## src/gsc_pkg.sv

```systemverilog
// Shared types and constants for the graph sequence classifier.
`timescale 1ns / 1ps
`default_nettype none

package gsc_pkg;

    // Vertex index as carried by the item fields (covers up to 64 vertices)
    localparam int VIDX_W = 6;
    localparam int COUNT_W = 8;

    localparam logic [VIDX_W-1:0]  VCOUNT_RESET = 6'd32;
    localparam logic [COUNT_W-1:0] COUNT_MAX    = 8'hFF;

    typedef logic [VIDX_W-1:0] t_vidx;

    // What an accepted transaction does to the sequence state
    typedef enum logic [1:0] {
        KIND_WRITE,
        KIND_FIRST,
        KIND_STEP
    } t_kind;

    // Work handed from the tracking stage to the classify stage
    typedef struct packed {
        t_kind              kind;
        logic               last;
        logic               v_ok;
        logic               pv_ok;
        t_vidx              v;
        t_vidx              lo;
        t_vidx              hi;
        logic               seen_now;
        logic               vrep;
        logic               closed_eq;
        logic [COUNT_W-1:0] steps;
    } t_stage;

    typedef struct packed {
        logic               is_walk;
        logic               is_trail;
        logic               is_path;
        logic               is_closed_walk;
        logic               is_circuit;
        logic               is_simple_circuit;
        logic [COUNT_W-1:0] edge_count;
    } t_result;

endpackage

`default_nettype wire

```

## src/gsc_item_if.sv

```systemverilog
// Input item channel: adjacency writes and sequence vertices.
`timescale 1ns / 1ps
`default_nettype none

interface gsc_item_if;
    logic       valid;
    logic       ready;
    logic       mode;
    logic [4:0] row_vertex;
    logic [4:0] col_vertex;
    logic       edge_bit;
    logic [5:0] vertex;
    logic       last_vertex;

    modport source (
        output valid, mode, row_vertex, col_vertex, edge_bit, vertex, last_vertex,
        input  ready
    );
    modport sink (
        input  valid, mode, row_vertex, col_vertex, edge_bit, vertex, last_vertex,
        output ready
    );
endinterface

`default_nettype wire

```

## src/gsc_result_if.sv

```systemverilog
// Result channel: classification flags and edge count.
`timescale 1ns / 1ps
`default_nettype none

interface gsc_result_if;
    logic       valid;
    logic       ready;
    logic       is_walk;
    logic       is_trail;
    logic       is_path;
    logic       is_closed_walk;
    logic       is_circuit;
    logic       is_simple_circuit;
    logic [7:0] edge_count;

    modport source (
        output valid, is_walk, is_trail, is_path, is_closed_walk, is_circuit,
               is_simple_circuit, edge_count,
        input  ready
    );
    modport sink (
        input  valid, is_walk, is_trail, is_path, is_closed_walk, is_circuit,
               is_simple_circuit, edge_count,
        output ready
    );
endinterface

`default_nettype wire

```

## src/gsc_cfg_if.sv

```systemverilog
// Configuration write channel for the vertex count register.
`timescale 1ns / 1ps
`default_nettype none

interface gsc_cfg_if;
    logic       valid;
    logic       ready;
    logic [5:0] vertex_count;

    modport source (output valid, vertex_count, input ready);
    modport sink (input valid, vertex_count, output ready);
endinterface

`default_nettype wire

```

## src/graph_sequence_classifier.sv

```systemverilog
// The final vertex of a sequence is loaded into the stage register, and its result then into the output register.
// Throughput: one transaction per cycle unless the input stalls, set by the used-edge memory
// read-modify-write, whose back-to-back hazard on the same row is closed by write forwarding.
// Input ready drops only while a finished result waits behind a full, stalled output register.
// Reset: control state clears, vertex_count returns to 32; per-row valid bits make both
// memories read as empty at once, so no clearing pass is needed.
`timescale 1ns / 1ps
`default_nettype none

module graph_sequence_classifier #(
    parameter int MAX_VERTICES = 32
) (
    input  wire logic        i_clk,
    input  wire logic        i_rst_n,
    gsc_item_if.sink         i_item,
    gsc_result_if.source     o_result,
    gsc_cfg_if.sink          i_cfg
);

    localparam int         IW   = $clog2(MAX_VERTICES);
    localparam logic [6:0] MAXV = 7'(MAX_VERTICES);

    gsc_pkg::t_vidx   r_vertex_count;

    logic                   accept;
    logic                   take;
    logic                   adj_wr_en;
    gsc_pkg::t_stage        stage;
    gsc_pkg::t_vidx         prev;
    logic                   clear;
    logic [MAX_VERTICES-1:0] adj_row;
    logic [MAX_VERTICES-1:0] used_row;
    logic                   used_wr_en;
    logic [IW-1:0]          used_wr_row;
    logic [MAX_VERTICES-1:0] used_wr_data;
    logic                   out_valid;
    gsc_pkg::t_result       result;

    // Vertex count register
    always_ff @(posedge i_clk) begin
        if (!i_rst_n) begin
            r_vertex_count <= gsc_pkg::VCOUNT_RESET;
        end else if (i_cfg.valid) begin
            r_vertex_count <= i_cfg.vertex_count;
        end
    end

    assign i_cfg.ready  = 1'b1;
    assign i_item.ready = take;
    assign accept       = i_item.valid && take;

    // Drop adjacency writes outside the matrix
    assign adj_wr_en = accept && !i_item.mode
                       && ({2'b00, i_item.row_vertex} < MAXV)
                       && ({2'b00, i_item.col_vertex} < MAXV);

    gsc_track #(.N(MAX_VERTICES)) u_track (
        .i_clk          (i_clk),
        .i_rst_n        (i_rst_n),
        .i_accept       (accept),
        .i_mode         (i_item.mode),
        .i_vertex       (i_item.vertex),
        .i_last         (i_item.last_vertex),
        .i_vertex_count (r_vertex_count),
        .o_stage        (stage),
        .o_prev         (prev),
        .o_clear        (clear)
    );

    gsc_adj_mem #(.N(MAX_VERTICES)) u_adj_mem (
        .i_clk     (i_clk),
        .i_rst_n   (i_rst_n),
        .i_wr_en   (adj_wr_en),
        .i_wr_row  (IW'(i_item.row_vertex)),
        .i_wr_col  (IW'(i_item.col_vertex)),
        .i_wr_bit  (i_item.edge_bit),
        .i_rd_en   (accept),
        .i_rd_row  (prev[IW-1:0]),
        .o_rd_data (adj_row)
    );

    gsc_used_mem #(.N(MAX_VERTICES)) u_used_mem (
        .i_clk     (i_clk),
        .i_rst_n   (i_rst_n),
        .i_clear   (clear),
        .i_rd_en   (accept),
        .i_rd_row  (stage.lo[IW-1:0]),
        .i_wr_en   (used_wr_en),
        .i_wr_row  (used_wr_row),
        .i_wr_data (used_wr_data),
        .o_rd_data (used_row)
    );

    gsc_classify #(.N(MAX_VERTICES)) u_classify (
        .i_clk          (i_clk),
        .i_rst_n        (i_rst_n),
        .i_accept       (accept),
        .i_stage        (stage),
        .i_adj_row      (adj_row),
        .i_used_row     (used_row),
        .i_out_ready    (o_result.ready),
        .o_take         (take),
        .o_used_wr_en   (used_wr_en),
        .o_used_wr_row  (used_wr_row),
        .o_used_wr_data (used_wr_data),
        .o_out_valid    (out_valid),
        .o_result       (result)
    );

    // Drive the result channel from the output register
    assign o_result.valid             = out_valid;
    assign o_result.is_walk           = result.is_walk;
    assign o_result.is_trail          = result.is_trail;
    assign o_result.is_path           = result.is_path;
    assign o_result.is_closed_walk    = result.is_closed_walk;
    assign o_result.is_circuit        = result.is_circuit;
    assign o_result.is_simple_circuit = result.is_simple_circuit;
    assign o_result.edge_count        = result.edge_count;

endmodule

`default_nettype wire

```

## src/gsc_adj_mem.sv

```systemverilog
// Adjacency matrix memory: bit writes, one registered row read.
`timescale 1ns / 1ps
`default_nettype none

module gsc_adj_mem #(
    parameter int N = 32
) (
    input  wire logic                 i_clk,
    input  wire logic                 i_rst_n,
    input  wire logic                 i_wr_en,
    input  wire logic [$clog2(N)-1:0] i_wr_row,
    input  wire logic [$clog2(N)-1:0] i_wr_col,
    input  wire logic                 i_wr_bit,
    input  wire logic                 i_rd_en,
    input  wire logic [$clog2(N)-1:0] i_rd_row,
    output logic [N-1:0]              o_rd_data
);

    localparam logic [N-1:0] ONE = {{(N-1){1'b0}}, 1'b1};

    logic [N-1:0] r_mem [N];
    logic [N-1:0] r_row_vld;
    logic [N-1:0] r_rd_data;
    logic         r_rd_ok;

    // Track rows written since reset; an unwritten row reads as no edges
    always_ff @(posedge i_clk) begin
        if (!i_rst_n) begin
            r_row_vld <= '0;
        end else if (i_wr_en) begin
            r_row_vld[i_wr_row] <= 1'b1;
        end
    end

    // Write one entry; the first write to a row sets the whole row
    always_ff @(posedge i_clk) begin
        if (i_wr_en) begin
            if (r_row_vld[i_wr_row]) begin
                r_mem[i_wr_row][i_wr_col] <= i_wr_bit;
            end else begin
                r_mem[i_wr_row] <= i_wr_bit ? (ONE << i_wr_col) : '0;
            end
        end
    end

    // Registered row read
    always_ff @(posedge i_clk) begin
        if (i_rd_en) begin
            r_rd_data <= r_mem[i_rd_row];
            r_rd_ok   <= r_row_vld[i_rd_row];
        end
    end

    assign o_rd_data = r_rd_ok ? r_rd_data : '0;

endmodule

`default_nettype wire

```

## src/gsc_used_mem.sv

```systemverilog
// Used-edge memory: row read with write forwarding, per-sequence row clear.
`timescale 1ns / 1ps
`default_nettype none

module gsc_used_mem #(
    parameter int N = 32
) (
    input  wire logic                 i_clk,
    input  wire logic                 i_rst_n,
    input  wire logic                 i_clear,
    input  wire logic                 i_rd_en,
    input  wire logic [$clog2(N)-1:0] i_rd_row,
    input  wire logic                 i_wr_en,
    input  wire logic [$clog2(N)-1:0] i_wr_row,
    input  wire logic [N-1:0]         i_wr_data,
    output logic [N-1:0]              o_rd_data
);

    logic [N-1:0] r_mem [N];
    logic [N-1:0] r_row_vld;
    logic [N-1:0] r_rd_data;
    logic         r_rd_ok;
    logic         r_fwd_hit;
    logic [N-1:0] r_fwd_data;

    // Row valid bits: drop all at sequence start, set on write-back
    always_ff @(posedge i_clk) begin
        if (!i_rst_n) begin
            r_row_vld <= '0;
        end else if (i_clear) begin
            r_row_vld <= '0;
        end else if (i_wr_en) begin
            r_row_vld[i_wr_row] <= 1'b1;
        end
    end

    always_ff @(posedge i_clk) begin
        if (i_wr_en) begin
            r_mem[i_wr_row] <= i_wr_data;
        end
    end

    // Read, and capture a write-back to the same row at the same edge
    always_ff @(posedge i_clk) begin
        if (i_rd_en) begin
            r_rd_data  <= r_mem[i_rd_row];
            r_rd_ok    <= r_row_vld[i_rd_row];
            r_fwd_hit  <= i_wr_en && (i_wr_row == i_rd_row);
            r_fwd_data <= i_wr_data;
        end
    end

    always_comb begin
        if (r_fwd_hit) begin
            o_rd_data = r_fwd_data;
        end else if (r_rd_ok) begin
            o_rd_data = r_rd_data;
        end else begin
            o_rd_data = '0;
        end
    end

endmodule

`default_nettype wire

```

## src/gsc_track.sv

```systemverilog
// Sequence tracking stage: start, previous vertex, visited bitmap, step count.
`timescale 1ns / 1ps
`default_nettype none

module gsc_track #(
    parameter int N = 32
) (
    input  wire logic                  i_clk,
    input  wire logic                  i_rst_n,
    input  wire logic                  i_accept,
    input  wire logic                  i_mode,
    input  wire gsc_pkg::t_vidx        i_vertex,
    input  wire logic                  i_last,
    input  wire gsc_pkg::t_vidx        i_vertex_count,
    output gsc_pkg::t_stage            o_stage,
    output gsc_pkg::t_vidx             o_prev,
    output logic                       o_clear
);

    localparam int           IW   = $clog2(N);
    localparam logic [6:0]   MAXV = 7'(N);
    localparam logic [N-1:0] ONE  = {{(N-1){1'b0}}, 1'b1};

    gsc_pkg::t_vidx                  r_start;
    gsc_pkg::t_vidx                  r_prev;
    logic                            r_in_seq;
    logic [gsc_pkg::COUNT_W-1:0]     r_steps;
    logic                            r_vrep;
    logic [N-1:0]                    r_visited;

    gsc_pkg::t_stage                 n_stage;
    logic                            v_ok;
    logic                            p_ok;
    logic [N-1:0]                    v_bit;

    // Classify the transaction against the current sequence state
    always_comb begin
        v_ok  = (i_vertex < i_vertex_count) && ({1'b0, i_vertex} < MAXV);
        p_ok  = (r_prev < i_vertex_count) && ({1'b0, r_prev} < MAXV);
        v_bit = v_ok ? (ONE << i_vertex[IW-1:0]) : '0;

        n_stage.last      = i_last;
        n_stage.v_ok      = v_ok;
        n_stage.pv_ok     = v_ok && p_ok;
        n_stage.v         = i_vertex;
        n_stage.lo        = (r_prev < i_vertex) ? r_prev : i_vertex;
        n_stage.hi        = (r_prev < i_vertex) ? i_vertex : r_prev;
        n_stage.seen_now  = v_ok && r_visited[i_vertex[IW-1:0]];
        n_stage.closed_eq = (i_vertex == r_start);
        if (!i_mode) begin
            n_stage.kind  = gsc_pkg::KIND_WRITE;
            n_stage.vrep  = 1'b0;
            n_stage.steps = '0;
        end else if (!r_in_seq) begin
            n_stage.kind  = gsc_pkg::KIND_FIRST;
            n_stage.vrep  = 1'b0;
            n_stage.steps = '0;
        end else begin
            n_stage.kind  = gsc_pkg::KIND_STEP;
            n_stage.vrep  = r_vrep;
            n_stage.steps = (r_steps == gsc_pkg::COUNT_MAX) ? r_steps : r_steps + 1'b1;
        end
    end

    // Advance the sequence state on each accepted vertex
    always_ff @(posedge i_clk) begin
        if (!i_rst_n) begin
            r_start   <= '0;
            r_prev    <= '0;
            r_in_seq  <= 1'b0;
            r_steps   <= '0;
            r_vrep    <= 1'b0;
            r_visited <= '0;
        end else if (i_accept && i_mode) begin
            r_prev   <= i_vertex;
            r_in_seq <= !i_last;
            r_steps  <= n_stage.steps;
            if (n_stage.kind == gsc_pkg::KIND_FIRST) begin
                r_start   <= i_vertex;
                r_vrep    <= 1'b0;
                r_visited <= v_bit;
            end else if (!i_last) begin
                r_vrep    <= r_vrep || n_stage.seen_now;
                r_visited <= r_visited | v_bit;
            end
        end
    end

    assign o_stage = n_stage;
    assign o_prev  = r_prev;
    assign o_clear = i_accept && (n_stage.kind == gsc_pkg::KIND_FIRST);

endmodule

`default_nettype wire

```

## src/gsc_classify.sv

```systemverilog
// Classify stage: edge checks on memory rows, used-edge write-back, result register.
`timescale 1ns / 1ps
`default_nettype none

module gsc_classify #(
    parameter int N = 32
) (
    input  wire logic                 i_clk,
    input  wire logic                 i_rst_n,
    input  wire logic                 i_accept,
    input  wire gsc_pkg::t_stage      i_stage,
    input  wire logic [N-1:0]         i_adj_row,
    input  wire logic [N-1:0]         i_used_row,
    input  wire logic                 i_out_ready,
    output logic                      o_take,
    output logic                      o_used_wr_en,
    output logic [$clog2(N)-1:0]      o_used_wr_row,
    output logic [N-1:0]              o_used_wr_data,
    output logic                      o_out_valid,
    output gsc_pkg::t_result          o_result
);

    localparam int           IW  = $clog2(N);
    localparam logic [N-1:0] ONE = {{(N-1){1'b0}}, 1'b1};

    gsc_pkg::t_stage  r_s1;
    logic             r_s1_vld;
    logic             r_walk_ok;
    logic             r_erep;
    logic             r_out_vld;
    gsc_pkg::t_result r_out;

    gsc_pkg::t_result n_res;
    logic             has_res;
    logic             advance;
    logic             step_ok;
    logic             rep_now;
    logic             walk;
    logic             trail;
    logic             closed;

    // Evaluate the step held in the stage register
    always_comb begin
        step_ok = r_s1.pv_ok && i_adj_row[r_s1.v[IW-1:0]];
        rep_now = r_s1.pv_ok && i_used_row[r_s1.hi[IW-1:0]];
        walk    = r_walk_ok && step_ok;
        trail   = walk && !(r_erep || rep_now);
        closed  = walk && r_s1.closed_eq;

        has_res = r_s1_vld && r_s1.last && (r_s1.kind != gsc_pkg::KIND_WRITE);
        advance = !has_res || !r_out_vld || i_out_ready;

        n_res = '0;
        if (r_s1.kind == gsc_pkg::KIND_STEP) begin
            n_res.is_walk           = walk;
            n_res.is_trail          = trail;
            n_res.is_path           = walk && !r_s1.vrep && !r_s1.seen_now;
            n_res.is_closed_walk    = closed;
            n_res.is_circuit        = closed && trail;
            n_res.is_simple_circuit = closed && !r_s1.vrep;
            n_res.edge_count        = r_s1.steps;
        end

        o_used_wr_en   = r_s1_vld && advance && (r_s1.kind == gsc_pkg::KIND_STEP)
                         && r_s1.pv_ok;
        o_used_wr_row  = r_s1.lo[IW-1:0];
        o_used_wr_data = i_used_row | (ONE << r_s1.hi[IW-1:0]);
    end

    // Load the stage register on accept
    always_ff @(posedge i_clk) begin
        if (i_accept) begin
            r_s1 <= i_stage;
        end
    end

    // Stage occupancy and per-sequence walk flags
    always_ff @(posedge i_clk) begin
        if (!i_rst_n) begin
            r_s1_vld  <= 1'b0;
            r_walk_ok <= 1'b1;
            r_erep    <= 1'b0;
        end else begin
            if (i_accept) begin
                r_s1_vld <= 1'b1;
            end else if (advance) begin
                r_s1_vld <= 1'b0;
            end
            if (r_s1_vld && advance) begin
                case (r_s1.kind)
                    gsc_pkg::KIND_FIRST: begin
                        r_walk_ok <= r_s1.v_ok;
                        r_erep    <= 1'b0;
                    end
                    gsc_pkg::KIND_STEP: begin
                        r_walk_ok <= r_walk_ok && step_ok;
                        r_erep    <= r_erep || rep_now;
                    end
                    default: begin
                    end
                endcase
            end
        end
    end

    // Output register: load a finished result, drop it when taken
    always_ff @(posedge i_clk) begin
        if (!i_rst_n) begin
            r_out_vld <= 1'b0;
        end else if (has_res && advance) begin
            r_out_vld <= 1'b1;
        end else if (i_out_ready) begin
            r_out_vld <= 1'b0;
        end
    end

    always_ff @(posedge i_clk) begin
        if (has_res && advance) begin
            r_out <= n_res;
        end
    end

    assign o_take      = advance;
    assign o_out_valid = r_out_vld;
    assign o_result    = r_out;

endmodule

`default_nettype wire

```

## src/flat_wrapper.sv

```systemverilog
// flat-port wrapper written by rule: the top's interface ports become plain ports
module graph_sequence_classifier_flat 
#(
    parameter int MAX_VERTICES = 32
)
  (i_clk, i_rst_n, i_item_valid, i_item_mode, i_item_row_vertex, i_item_col_vertex, i_item_edge_bit, i_item_vertex, i_item_last_vertex, i_item_ready, o_result_valid, o_result_is_walk, o_result_is_trail, o_result_is_path, o_result_is_closed_walk, o_result_is_circuit, o_result_is_simple_circuit, o_result_edge_count, o_result_ready, i_cfg_valid, i_cfg_vertex_count, i_cfg_ready);
  gsc_item_if i_item_i ();
  gsc_result_if o_result_i ();
  gsc_cfg_if i_cfg_i ();
  input  wire logic i_clk;
  input  wire logic i_rst_n;
  input wire logic [$bits(i_item_i.valid)-1:0] i_item_valid;
  input wire logic [$bits(i_item_i.mode)-1:0] i_item_mode;
  input wire logic [$bits(i_item_i.row_vertex)-1:0] i_item_row_vertex;
  input wire logic [$bits(i_item_i.col_vertex)-1:0] i_item_col_vertex;
  input wire logic [$bits(i_item_i.edge_bit)-1:0] i_item_edge_bit;
  input wire logic [$bits(i_item_i.vertex)-1:0] i_item_vertex;
  input wire logic [$bits(i_item_i.last_vertex)-1:0] i_item_last_vertex;
  output wire logic [$bits(i_item_i.ready)-1:0] i_item_ready;
  output wire logic [$bits(o_result_i.valid)-1:0] o_result_valid;
  output wire logic [$bits(o_result_i.is_walk)-1:0] o_result_is_walk;
  output wire logic [$bits(o_result_i.is_trail)-1:0] o_result_is_trail;
  output wire logic [$bits(o_result_i.is_path)-1:0] o_result_is_path;
  output wire logic [$bits(o_result_i.is_closed_walk)-1:0] o_result_is_closed_walk;
  output wire logic [$bits(o_result_i.is_circuit)-1:0] o_result_is_circuit;
  output wire logic [$bits(o_result_i.is_simple_circuit)-1:0] o_result_is_simple_circuit;
  output wire logic [$bits(o_result_i.edge_count)-1:0] o_result_edge_count;
  input wire logic [$bits(o_result_i.ready)-1:0] o_result_ready;
  input wire logic [$bits(i_cfg_i.valid)-1:0] i_cfg_valid;
  input wire logic [$bits(i_cfg_i.vertex_count)-1:0] i_cfg_vertex_count;
  output wire logic [$bits(i_cfg_i.ready)-1:0] i_cfg_ready;
  assign i_item_i.valid = i_item_valid;
  assign i_item_i.mode = i_item_mode;
  assign i_item_i.row_vertex = i_item_row_vertex;
  assign i_item_i.col_vertex = i_item_col_vertex;
  assign i_item_i.edge_bit = i_item_edge_bit;
  assign i_item_i.vertex = i_item_vertex;
  assign i_item_i.last_vertex = i_item_last_vertex;
  assign i_item_ready = i_item_i.ready;
  assign o_result_valid = o_result_i.valid;
  assign o_result_is_walk = o_result_i.is_walk;
  assign o_result_is_trail = o_result_i.is_trail;
  assign o_result_is_path = o_result_i.is_path;
  assign o_result_is_closed_walk = o_result_i.is_closed_walk;
  assign o_result_is_circuit = o_result_i.is_circuit;
  assign o_result_is_simple_circuit = o_result_i.is_simple_circuit;
  assign o_result_edge_count = o_result_i.edge_count;
  assign o_result_i.ready = o_result_ready;
  assign i_cfg_i.valid = i_cfg_valid;
  assign i_cfg_i.vertex_count = i_cfg_vertex_count;
  assign i_cfg_ready = i_cfg_i.ready;
  graph_sequence_classifier #(.MAX_VERTICES(MAX_VERTICES)) u_core (.i_clk(i_clk), .i_rst_n(i_rst_n), .i_item(i_item_i), .o_result(o_result_i), .i_cfg(i_cfg_i));
endmodule
```

## config.mk

```make
export PLATFORM = sky130hd
export DESIGN_NAME = graph_sequence_classifier_flat
export DESIGN_NICKNAME = d
export VERILOG_FILES = /design/src/gsc_pkg.sv /design/src/gsc_item_if.sv /design/src/gsc_result_if.sv /design/src/gsc_cfg_if.sv /design/src/graph_sequence_classifier.sv /design/src/gsc_adj_mem.sv /design/src/gsc_used_mem.sv /design/src/gsc_track.sv /design/src/gsc_classify.sv /design/src/flat_wrapper.sv
export SDC_FILE = /design/constraint.sdc
export NUM_CORES = 2
export LEC_CHECK = 0
export BUFFER_PORTS_ARGS = -buffer_cell sky130_fd_sc_hd__buf_2
export CELL_PAD_IN_SITES_DETAIL_PLACEMENT = 1
export CELL_PAD_IN_SITES_GLOBAL_PLACEMENT = 2
export CORE_MARGIN = 2
export CORE_UTILIZATION = 30
export CTS_CLUSTER_SIZE = 20
export DETAILED_ROUTE_END_ITERATION = 8
export PLACE_DENSITY = 0.53
export SLEW_MARGIN = 30
export SYNTH_ARGS = -nofsm -noshare
export SYNTH_HDL_FRONTEND = slang
export SYNTH_SLANG_ARGS = --single-unit
```

## constraint.sdc

```tcl
create_clock -name i_clk -period 13 [get_ports i_clk]
set_input_delay 1.3 -clock i_clk [delete_from_list [all_inputs] [get_ports i_clk]]
set_output_delay 1.3 -clock i_clk [all_outputs]
set_load 0.02 [all_outputs]
```

==> results.txt <==
Status = completed
Worst EP arrival = 6420 ps
CP Max Fanout = 51
Root cell of the clock tree = clkbuf_16
Wire length per cell = 29.9 um
HP Class = reg2reg
Sequential cell area = 0.0684 mm2
CTS tree = yes
Yosys reg bits = 2320
Largest net degree at the start of global routing = 185
R2r worst-path depth = 10
Worst EP required = 13660 ps
Yosys top cell area share = 69.0%
Peak supply drop = 98.3 uV
Number of flops mapped to enable cells by yosys = 2192
Worst-margin pin slew = 1030 ps
Clk Latency, worst-skew pair = 860 ps
Total number of H-tree levels = 5
Total Wirelength = 328000 um
Dpl hpwl = 167000 um
Post-CTS Setup Bufs = 0
Die footprint = 0.323 mm2
Initial Util = 30.1%
Max Cap Viol = 0
FF-to-FF End = u_core.u_used_mem.r_rd_data[0]
Die Span X = 568 um
Clock slew at reported path FFs = 60 ps
Core Footprint = 0.317 mm2
CTS Buf Count = 275
Total track usage = 20.1%
Vias in the first global route = 59422
Distinct cells, synth = 59
Initial antenna violation count = 7
Final hold slack = 453 ps
Slew Viols, Final = 0
CTS Buffer Depth = 4
Synth Net Count = 6673
Num ports = 47
Drt initial violations = 5002
Met2 Use GR = 35.3%
First-pass GRT wire length = 465000 um
Reg-to-reg critical path startpoint = u_core.u_track.o_prev[2]
Pwr Density = 153 mW/mm2
Share of post-route cells with drive strength above 1 = 17.1%
Post-layout power = 16.8 mW
Top post-synthesis cells by area = edfxtp_1 (69%), mux4_2 (8.6%), nor2_1 (4.4%)
P&R area growth vs syn = 14.9%
Filler instances = 32626
Antenna viol nets, final = 0
RSZ-0062 raised after global routing = no
Register area share after synthesis = 71.7%
Port bufs = 45
Setup crit start kind = input port
Synth cell count leaders = edfxtp_1 (2192), nor2_1 (1117), nand2_1 (925), clkbuf_1 (422), mux4_2 (364)
FP Rows = 207
Post_cts resized = 0
Post-layout nets = 6639
GRT met1 Usage = 26.6%
Worst Slack Setup Final = 7240 ps
Critical Path End Type = flop
Main synth FF type = edfxtp_1
Final routed DRC violation total = 0
Minimum clock period = 5760 ps
YS warnings = 0
Worst slew margin = 31.4%
Worst setup path class = in2reg
Grt total ovfl = 0
Die H = 568 um
Total negative slack = 0 ps
Period utilization = 44.3%
Most frequent cell after synthesis = edfxtp_1
Hold_sp = u_core.u_track.r_visited[29]
RePlAce Congestion = 0.753
Area leader, netlist = edfxtp_1
Worst hold path depth = 2
Peak Freq = 173 MHz
Leakage = 37.2 nW
Clock Sinks = 2320
Syn_area_per_cell = 14.4 um2
Multi-input logic area = 0.0258 mm2
Vias per inst = 5.21
Synth Instances = 6625
Flop-to-flop setup slack = 7430 ps
Clock Skews = 49.2 ps
Synthesized area = 0.0954 mm2
M3 GR Usage = 2.02%
Hold EP = u_core.u_track.r_visited[29]
DP Worst Slack = 6200 ps
Fin. Hold Viols = 0
Grt peak-use layer = met2
Endpoints failing setup = 0
Async set-reset flop share out of synthesis = 0%
Routed via count = 57123
Drt first pass iters = 7
Cts hold-fix bufs = 0
==> layout by cell type (no fill, tap or decap), types with 36 or more instances in the layout <==
master        n
a211oi_1     70
a21boi_0     44
a21oi_1     125
a22oi_1      88
a311oi_1     68
and3_1       80
buf_2        45
buf_4       155
clkbuf_1     82
clkbuf_16   284
clkinv_1     54
dfxtp_1     123
edfxtp_1   2192
inv_1        44
mux4_2      364
nand2_1     892
nand3_1     287
nand4_1      83
nor2_1     1065
nor2_4       36
o21ai_0      42
==> critical path, stage by stage <==
cell	delay [ps]
buf_2	330
inv_1	200
ha_1	330
nand4_1	220
o221ai_4	590
mux2i_4	860
buf_4	780
buf_4	810
a21oi_1	80
a22oi_1	260
o22ai_1	160
nor4_1	350
==> area by class of cell <==
class | count | share of cell area [%]
Antenna cell | 3 | 0.00685
Clock buffer | 369 | 6.80
Clock inverter | 105 | 0.724
Inverter | 51 | 0.200
Multi-Input combinational cell | 3724 | 23.5
Sequential cell | 2320 | 62.4
Tap cell | 4180 | 4.77
Timing Repair Buffer | 219 | 1.58
==> power by group <==
| group | switching, mW | leakage, nW | internal [mW] |
|---|---|---|---|
| clock | 3.12 | 4.00 | 4.19 |
| sequential | 0.0549 | 21.1 | 8.37 |
| combinational | 0.788 | 12.2 | 0.304 |
==> routing by layer <==
layer / vias to the layer above / wire (um)
li1: 24660 / -
met1: 30958 / 144000
met2: 1101 / 166000
met3: 398 / 10600
met4: 6 / 7520
met5: - / 44
==> how the worst max path moves through the flow <==
stage	slack (ps)	startpoint	end	depth (start not counted)
floorplan	7290	o_result_ready	u_core.u_track.r_start[1]	9
global placement	6300	i_item_vertex[2]	u_core.u_used_mem.r_rd_data[0]	13
detailed placement	6200	i_item_vertex[2]	u_core.u_used_mem.r_rd_data[26]	13
CTS	7140	i_item_vertex[2]	u_core.u_used_mem.r_rd_data[0]	13
global route	6990	i_item_vertex[2]	u_core.u_used_mem.r_rd_data[0]	12
finish	7240	i_item_vertex[2]	u_core.u_used_mem.r_rd_data[0]	12
==> flip-flops by register name, summed over array words and instances (netlist names), 5 cells and up <==
name and flops:
u_core.u_track.r_steps 8, u_core.u_adj_mem.r_row_vld 32, u_core.u_track.o_prev 6, u_core.u_track.r_visited 32, u_core.u_used_mem.r_row_vld 32, u_core.u_used_mem.r_rd_data 32
u_core.u_classify.o_result 14, u_core.u_used_mem.r_fwd_data 32, u_core.u_track.r_start 6, u_core.u_used_mem.r_mem 1024, u_core.u_adj_mem.r_rd_data 32, u_core.u_classify.o_used_wr_row 5
u_core.u_classify.r_s1 26, u_core.u_adj_mem.r_mem 1024, u_core.r_vertex_count 6
==> logic make-up (layout without fill, tap and decap cells) <==
| logic type | Yosys count | after routing | share of synthesized area (%) |
|---|---|---|---|
| compound gates | 622 | 622 | 4.43 |
| xor+xnor | 12 | 12 | 0.110 |
| fa+ha+maj | 18 | 18 | 0.236 |
| buf+inv | 581 | 744 | 2.44 |
| flops | 2320 | 2320 | 71.7 |
| mux | 427 | 427 | 9.35 |
| other cells | 1 | 4 | 0.00393 |
| simple gates | 2644 | 2644 | 11.7 |
==> stage by stage <==
| stage | instances | utilization [%] | area, um2 |
|---|---|---|---|
| 2_1_floorplan | 6625 | - | 95400 |
| 3_3_place_gp | 10488 | 31.8 | 101000 |
| 3_5_place_dp | 10492 | 31.9 | 101000 |
| 4_1_cts | 10966 | 34.5 | 110000 |
| 5_1_grt | 10970 | 34.6 | 110000 |
| 6_report | 10971 | 34.6 | 110000 |
(Power assumes the default switching activity.)
